`src/design/u8ad_pkg.sv`:
```
// Package for the UTF-8 alphanumeric / numeral detector: decoder state type and helpers.
`default_nettype none
package u8ad_pkg;

  localparam int CodeWidth = 21;

  localparam logic [CodeWidth-1:0] CodeMax      = 21'h10ffff;
  localparam logic [CodeWidth-1:0] SurrogateLo  = 21'h00d800;
  localparam logic [CodeWidth-1:0] SurrogateHi  = 21'h00dfff;
  localparam logic [CodeWidth-1:0] DevaDigitLo  = 21'h000966;
  localparam logic [CodeWidth-1:0] DevaDigitHi  = 21'h00096f;
  localparam logic [CodeWidth-1:0] WideDigitLo  = 21'h00ff10;
  localparam logic [CodeWidth-1:0] WideDigitHi  = 21'h00ff19;
  localparam logic [CodeWidth-1:0] Lowest2      = 21'h000080;
  localparam logic [CodeWidth-1:0] Lowest3      = 21'h000800;
  localparam logic [CodeWidth-1:0] Lowest4      = 21'h010000;

  localparam logic [2:0] SeqLen2 = 3'd2;
  localparam logic [2:0] SeqLen3 = 3'd3;
  localparam logic [2:0] SeqLen4 = 3'd4;

  localparam int NumCjk = 40;
  localparam logic [15:0] CjkNumerals [NumCjk] = '{
    16'h3007, 16'h96f6, 16'h4e00, 16'h4e8c, 16'h4e09, 16'h56db, 16'h4e94, 16'h516d,
    16'h4e03, 16'h516b, 16'h4e5d, 16'h5341, 16'h767e, 16'h5343, 16'h4e07, 16'h842c,
    16'h4ebf, 16'h5104, 16'h5146, 16'h58f9, 16'h58f1, 16'h8d30, 16'h8cb3, 16'h5f10,
    16'h53c1, 16'h53c3, 16'h53c2, 16'h8086, 16'h4f0d, 16'h9646, 16'h9678, 16'h67d2,
    16'h634c, 16'h7396, 16'h62fe, 16'h4f70, 16'h4edf, 16'h5eff, 16'h5345, 16'h534c
  };

  typedef struct packed {
    logic [1:0]           bytes_remaining;
    logic [2:0]           sequence_length;
    logic [CodeWidth-1:0] code_accumulator;
    logic                 found_flag;
  } dec_state_t;

  function automatic logic numeral_code(input logic [CodeWidth-1:0] cp);
    logic hit;
    hit = (cp >= DevaDigitLo && cp <= DevaDigitHi) || (cp >= WideDigitLo && cp <= WideDigitHi);
    for (int i = 0; i < NumCjk; i++) begin
      if (cp == {5'd0, CjkNumerals[i]}) hit = 1'b1;
    end
    return hit;
  endfunction

  function automatic logic ascii_alnum(input logic [7:0] b);
    return (b >= 8'h30 && b <= 8'h39) || (b >= 8'h41 && b <= 8'h5a) ||
           (b >= 8'h61 && b <= 8'h7a);
  endfunction

endpackage
`default_nettype wire

```
`src/design/u8ad_decode.sv`:
```
// Per-byte UTF-8 decode step: next decoder state from current state and one byte.
`default_nettype none
module u8ad_decode (
  input  u8ad_pkg::dec_state_t state,
  input  logic [7:0]           text_byte,
  output u8ad_pkg::dec_state_t state_next
);
  import u8ad_pkg::*;

  logic                 cont;
  logic [1:0]           rem_dec;
  logic [CodeWidth-1:0] acc_shift;
  logic [CodeWidth-1:0] lowest;
  logic                 valid_cp;
  dec_state_t           lead;

  assign cont      = (text_byte[7:6] == 2'b10);
  assign rem_dec   = state.bytes_remaining - 2'd1;
  assign acc_shift = {state.code_accumulator[CodeWidth-7:0], text_byte[5:0]};

  always_comb begin
    unique case (state.sequence_length)
      SeqLen3: lowest = Lowest3;
      SeqLen4: lowest = Lowest4;
      default: lowest = Lowest2;
    endcase
  end

  assign valid_cp = (acc_shift >= lowest) && (acc_shift <= CodeMax) &&
                    !(acc_shift >= SurrogateLo && acc_shift <= SurrogateHi) &&
                    numeral_code(acc_shift);

  // lead byte on a cleared sequence, found flag kept or set by an ASCII alphanumeric
  always_comb begin
    lead = '{bytes_remaining: 2'd0, sequence_length: 3'd0,
             code_accumulator: '0, found_flag: state.found_flag};
    if (text_byte[7] == 1'b0) begin
      if (ascii_alnum(text_byte)) lead.found_flag = 1'b1;
    end else if (text_byte[7:5] == 3'b110) begin
      lead.sequence_length  = SeqLen2;
      lead.bytes_remaining  = 2'd1;
      lead.code_accumulator = {16'd0, text_byte[4:0]};
    end else if (text_byte[7:4] == 4'b1110) begin
      lead.sequence_length  = SeqLen3;
      lead.bytes_remaining  = 2'd2;
      lead.code_accumulator = {17'd0, text_byte[3:0]};
    end else if (text_byte[7:3] == 5'b11110) begin
      lead.sequence_length  = SeqLen4;
      lead.bytes_remaining  = 2'd3;
      lead.code_accumulator = {18'd0, text_byte[2:0]};
    end
  end

  always_comb begin
    if (state.bytes_remaining != 2'd0 && cont) begin
      if (rem_dec == 2'd0) begin
        state_next = '{bytes_remaining: 2'd0, sequence_length: 3'd0,
                       code_accumulator: '0, found_flag: state.found_flag | valid_cp};
      end else begin
        state_next = '{bytes_remaining: rem_dec, sequence_length: state.sequence_length,
                       code_accumulator: acc_shift, found_flag: state.found_flag};
      end
    end else begin
      state_next = lead;
    end
  end

endmodule
`default_nettype wire

```
`src/design/utf8_alnum_or_numeral_detector.sv`:
```
// Top level: UTF-8 alphanumeric / numeral detector with registered input and result.
// A final byte passes the input register, one decode step, then the result register.
// Throughput: 1 byte per cycle while no final byte waits on a stalled result.
// s_tready follows m_tready only while the held byte is final and a result is pending.
// Reset (rst, synchronous) empties both registers and clears the decoder state.
`default_nettype none
module utf8_alnum_or_numeral_detector (
  input  logic       clk,
  input  logic       rst,
  input  logic       s_tvalid,
  output logic       s_tready,
  input  logic [7:0] s_tdata,   // [7:0] text_byte
  input  logic       s_tlast,   // final_byte
  output logic       m_tvalid,
  input  logic       m_tready,
  output logic [7:0] m_tdata    // [0] has_content, [7:1] zero
);
  import u8ad_pkg::*;

  logic       in_valid;
  logic [7:0] in_byte;
  logic       in_last;
  logic       out_ok;
  logic       advance;
  logic       has_content;
  dec_state_t state;
  dec_state_t state_next;

  u8ad_decode u_dec (
    .state      (state),
    .text_byte  (in_byte),
    .state_next (state_next)
  );

  assign out_ok   = !m_tvalid || m_tready;
  assign advance  = in_valid && (!in_last || out_ok);
  assign s_tready = !in_valid || advance;

  always_ff @(posedge clk) begin
    if (rst) begin
      in_valid <= 1'b0;
    end else if (s_tready) begin
      in_valid <= s_tvalid;
    end
    if (s_tready && s_tvalid) begin
      in_byte <= s_tdata;
      in_last <= s_tlast;
    end
  end

  always_ff @(posedge clk) begin
    if (rst) begin
      state <= '0;
    end else if (advance) begin
      state <= in_last ? '0 : state_next;
    end
  end

  always_ff @(posedge clk) begin
    if (rst) begin
      m_tvalid <= 1'b0;
    end else if (out_ok) begin
      m_tvalid <= advance && in_last;
    end
    if (advance && in_last) begin
      has_content <= state_next.found_flag;
    end
  end

  assign m_tdata = {7'd0, has_content};

endmodule
`default_nettype wire

```
`config.mk`:
```
export PLATFORM = sky130hd
export DESIGN_NAME = utf8_alnum_or_numeral_detector
export DESIGN_NICKNAME = d
export VERILOG_FILES = /design/src/design/u8ad_pkg.sv /design/src/design/u8ad_decode.sv /design/src/design/utf8_alnum_or_numeral_detector.sv
export SDC_FILE = /design/constraint.sdc
export NUM_CORES = 1
export LEC_CHECK = 0
export CORE_MARGIN = 2
export CORE_UTILIZATION = 69
export DETAILED_ROUTE_END_ITERATION = 6
export DONT_BUFFER_PORTS = 1
export PLACE_DENSITY_LB_ADDON = 0.05
export SLEW_MARGIN = 15
export SYNTH_ARGS = -nofsm -noshare
export SYNTH_HDL_FRONTEND = slang
export SYNTH_HIERARCHICAL = 1
export SYNTH_SLANG_ARGS = --single-unit
```
`constraint.sdc`:
```
create_clock -name clk -period 6.4 [get_ports clk]
set_clock_uncertainty 0.2 [all_clocks]
set_input_delay 0.64 -clock clk [delete_from_list [all_inputs] [get_ports clk]]
set_output_delay 0.64 -clock clk [all_outputs]
set_load 0.02 [all_outputs]
```
==> flow_summary.yaml <==
status:
  outcome: "finished, final reports clean"
sta:
  fin_ws_ns: 3.46
  setup_violations: 0
  post-route-min-period_ns: 2.94
  rsz0062_at_grt: "no"
  slew_headroom: 0.347
  setup_tns_ns: 0
  tightest_slew_ns: 0.976
  whs_ns: 0.199
  final_hold_viol_count: 0
  fmax_ghz: 0.340
  finalCritPeriodShare: 0.460
  slew_violations: 0
final_layout:
  synthToLayoutAreaGrowth_pct: -0.824
  n_antenna_cell: 0
  nNetsFinal: 301
  drive_gt1_frac: 0.0915
synth:
  yosys_warnings: 6
  avgSynthCellArea_um2: 8.38
  synthesis.area_um2: 2580
  synthCells: 308
floorplanning:
  row_count: 22
  initial_core_util: 0.710
  fp.dieH_um: 65.2
  fp.dieW_um: 65.2
  io_pins: 23
  core_area_um2: 3630
  die_area_um2: 4250
pwr:
  p_clk_frac: 0.414
  p_sw_frac: 0.248
  power.density_nw_per_um2: 181
  combinationalPowerShare: 0.073
  vdd_drop_max_mv: 0.163
  power.switching_w: 0.000115
  internal-power_w: 0.000348
  sequentialPowerShare: 0.513
  p_leak_nw: 0.831
critical_path:
  r2r_slack_ns: 3.46
  required_ns: 6.40
  worst_setup_path_end_kind: "flip-flop"
  r2r_end: "state[0]"
  cp.arrival_ns: 2.94
  crit_start: "in_byte[3]"
  reg2reg_depth: 7
  worstPathMaxFanout: 20
  worstSetupEndpoint: "state[0]"
  rr_startpoint: "in_byte[3]"
  setup.worst_path.start_class: "flip-flop"
  critPathKind: "reg -> reg"
clock_tree:
  max-clock-path-buffers: 2
  cts_buffers: 5
  cts-resized-gates: 0
  cts_tree: "built"
  htree_levels: 2
  cts-root-buf: "clkbuf_8"
  clk_pin_slew_ns: 0.07
  cts_hold_buffers: 0
  clkLatencyLatePin_ns: 0.30
  cts.sinks: 33
  cts_setup_buffers: 0
grt:
  grt_overflow: 0
  antenna_found_initial: 0
  grt_pass1_vias: 2145
  grt_pass1_wl_um: 10400
  track_usage: 0.318
  grt_max_degree: 27
routing:
  wl_per_cell_um: 19.4
  drc_errors: 0
  vias: 2402
  totalWireLength_um: 6430
  via_per_inst: 7.23
  drtPass1Iterations: 6
  final_antenna_net_count: 0
  drtIter0Drc: 373
job:
  maxCapViolCount: 0
place:
  dpl_worst_slack_ns: 3.52
  gp_congestion: 1.01
  hpwl_um: 4150
  port_buffers: 0
min_path:
  hold_path_class: "in -> reg"
## metrics by stage
| step | utilization | power (W) | instance area [µm²] | std cells |
|---|---|---|---|---|
| CTS | 0.705 | 0.000464 | 2560 | 332 |
| global route | 0.705 | 0.000480 | 2560 | 332 |
| floorplan | - | 0.000273 | 2600 | 314 |
| global placement | 0.675 | 0.000274 | 2450 | 324 |
| detailed placement | 0.675 | 0.000274 | 2450 | 324 |
| finish | 0.705 | 0.000463 | 2560 | 332 |
## power groups by stage
stage	clock [W]	sequential, W	combinational (W)
global placement	0	0.000241	0.0000326
finish	0.000191	0.000238	0.0000339
global route	0.000204	0.000239	0.0000371
floorplan	0	0.000229	0.0000439
CTS	0.000194	0.000237	0.0000331
detailed placement	0	0.000241	0.0000329
## critical path, cell delays in order (launching register included)
cell and delay (ns):
edfxtp_1 0.66, nor4_1 0.82, a211oi_1 0.16, o21ai_0 0.15
nand3b_1 0.13, nor4_1 0.31, a32oi_1 0.17, a22o_1 0.23
## sequential cells by signal, indices dropped and copies added (netlist names)
signal,count
state,21
m_tvalid,1
in_last,1
has_content,1
in_byte,8
in_valid,1
## worst min path at each step
stage | endpoint | cells after the start | from | slack, ns
3_3_place_gp | state[26] | 1 | state[26] | 0.26
2_1_floorplan | state[14] | 1 | state[14] | 0.24
5_1_grt | in_valid | 1 | rst | 0.18
3_5_place_dp | state[14] | 1 | state[14] | 0.26
4_1_cts | in_valid | 1 | rst | 0.20
6_report | in_valid | 1 | rst | 0.20
## final cells by class
class,count,area [µm²]
multi-input cells,235,1600
flip-flops and latches,33,761
inverters,8,30.0
clock inverters,2,33.8
clock buffers,6,72.6
fillers,320,1070
well taps,48,60.1
## layer usage
layer  part of all wire  track usage  vias up
met5                  0            0        -
met4              0.028        0.107        0
met1               0.43        0.429     1112
met3               0.10        0.128       32
met2               0.44        0.463      154
li1                   -            -     1104
## layout by cell type, fill, tap and decap left out, drive strengths merged, types with 6 or more instances in the layout
cell / instances
edfxtp: 10
nor4bb: 8
a31oi: 7
a21oi: 9
nor2: 22
nor3: 6
nand4: 9
a22o: 21
nand3: 12
nor4b: 6
nor4: 8
a211oi: 6
o21ai: 8
clkbuf: 6
dfxtp: 23
conb: 7
nor2b: 8
inv: 8
and2: 13
nand2: 21
No activity file was read; power rests on OpenSTA's default activity.
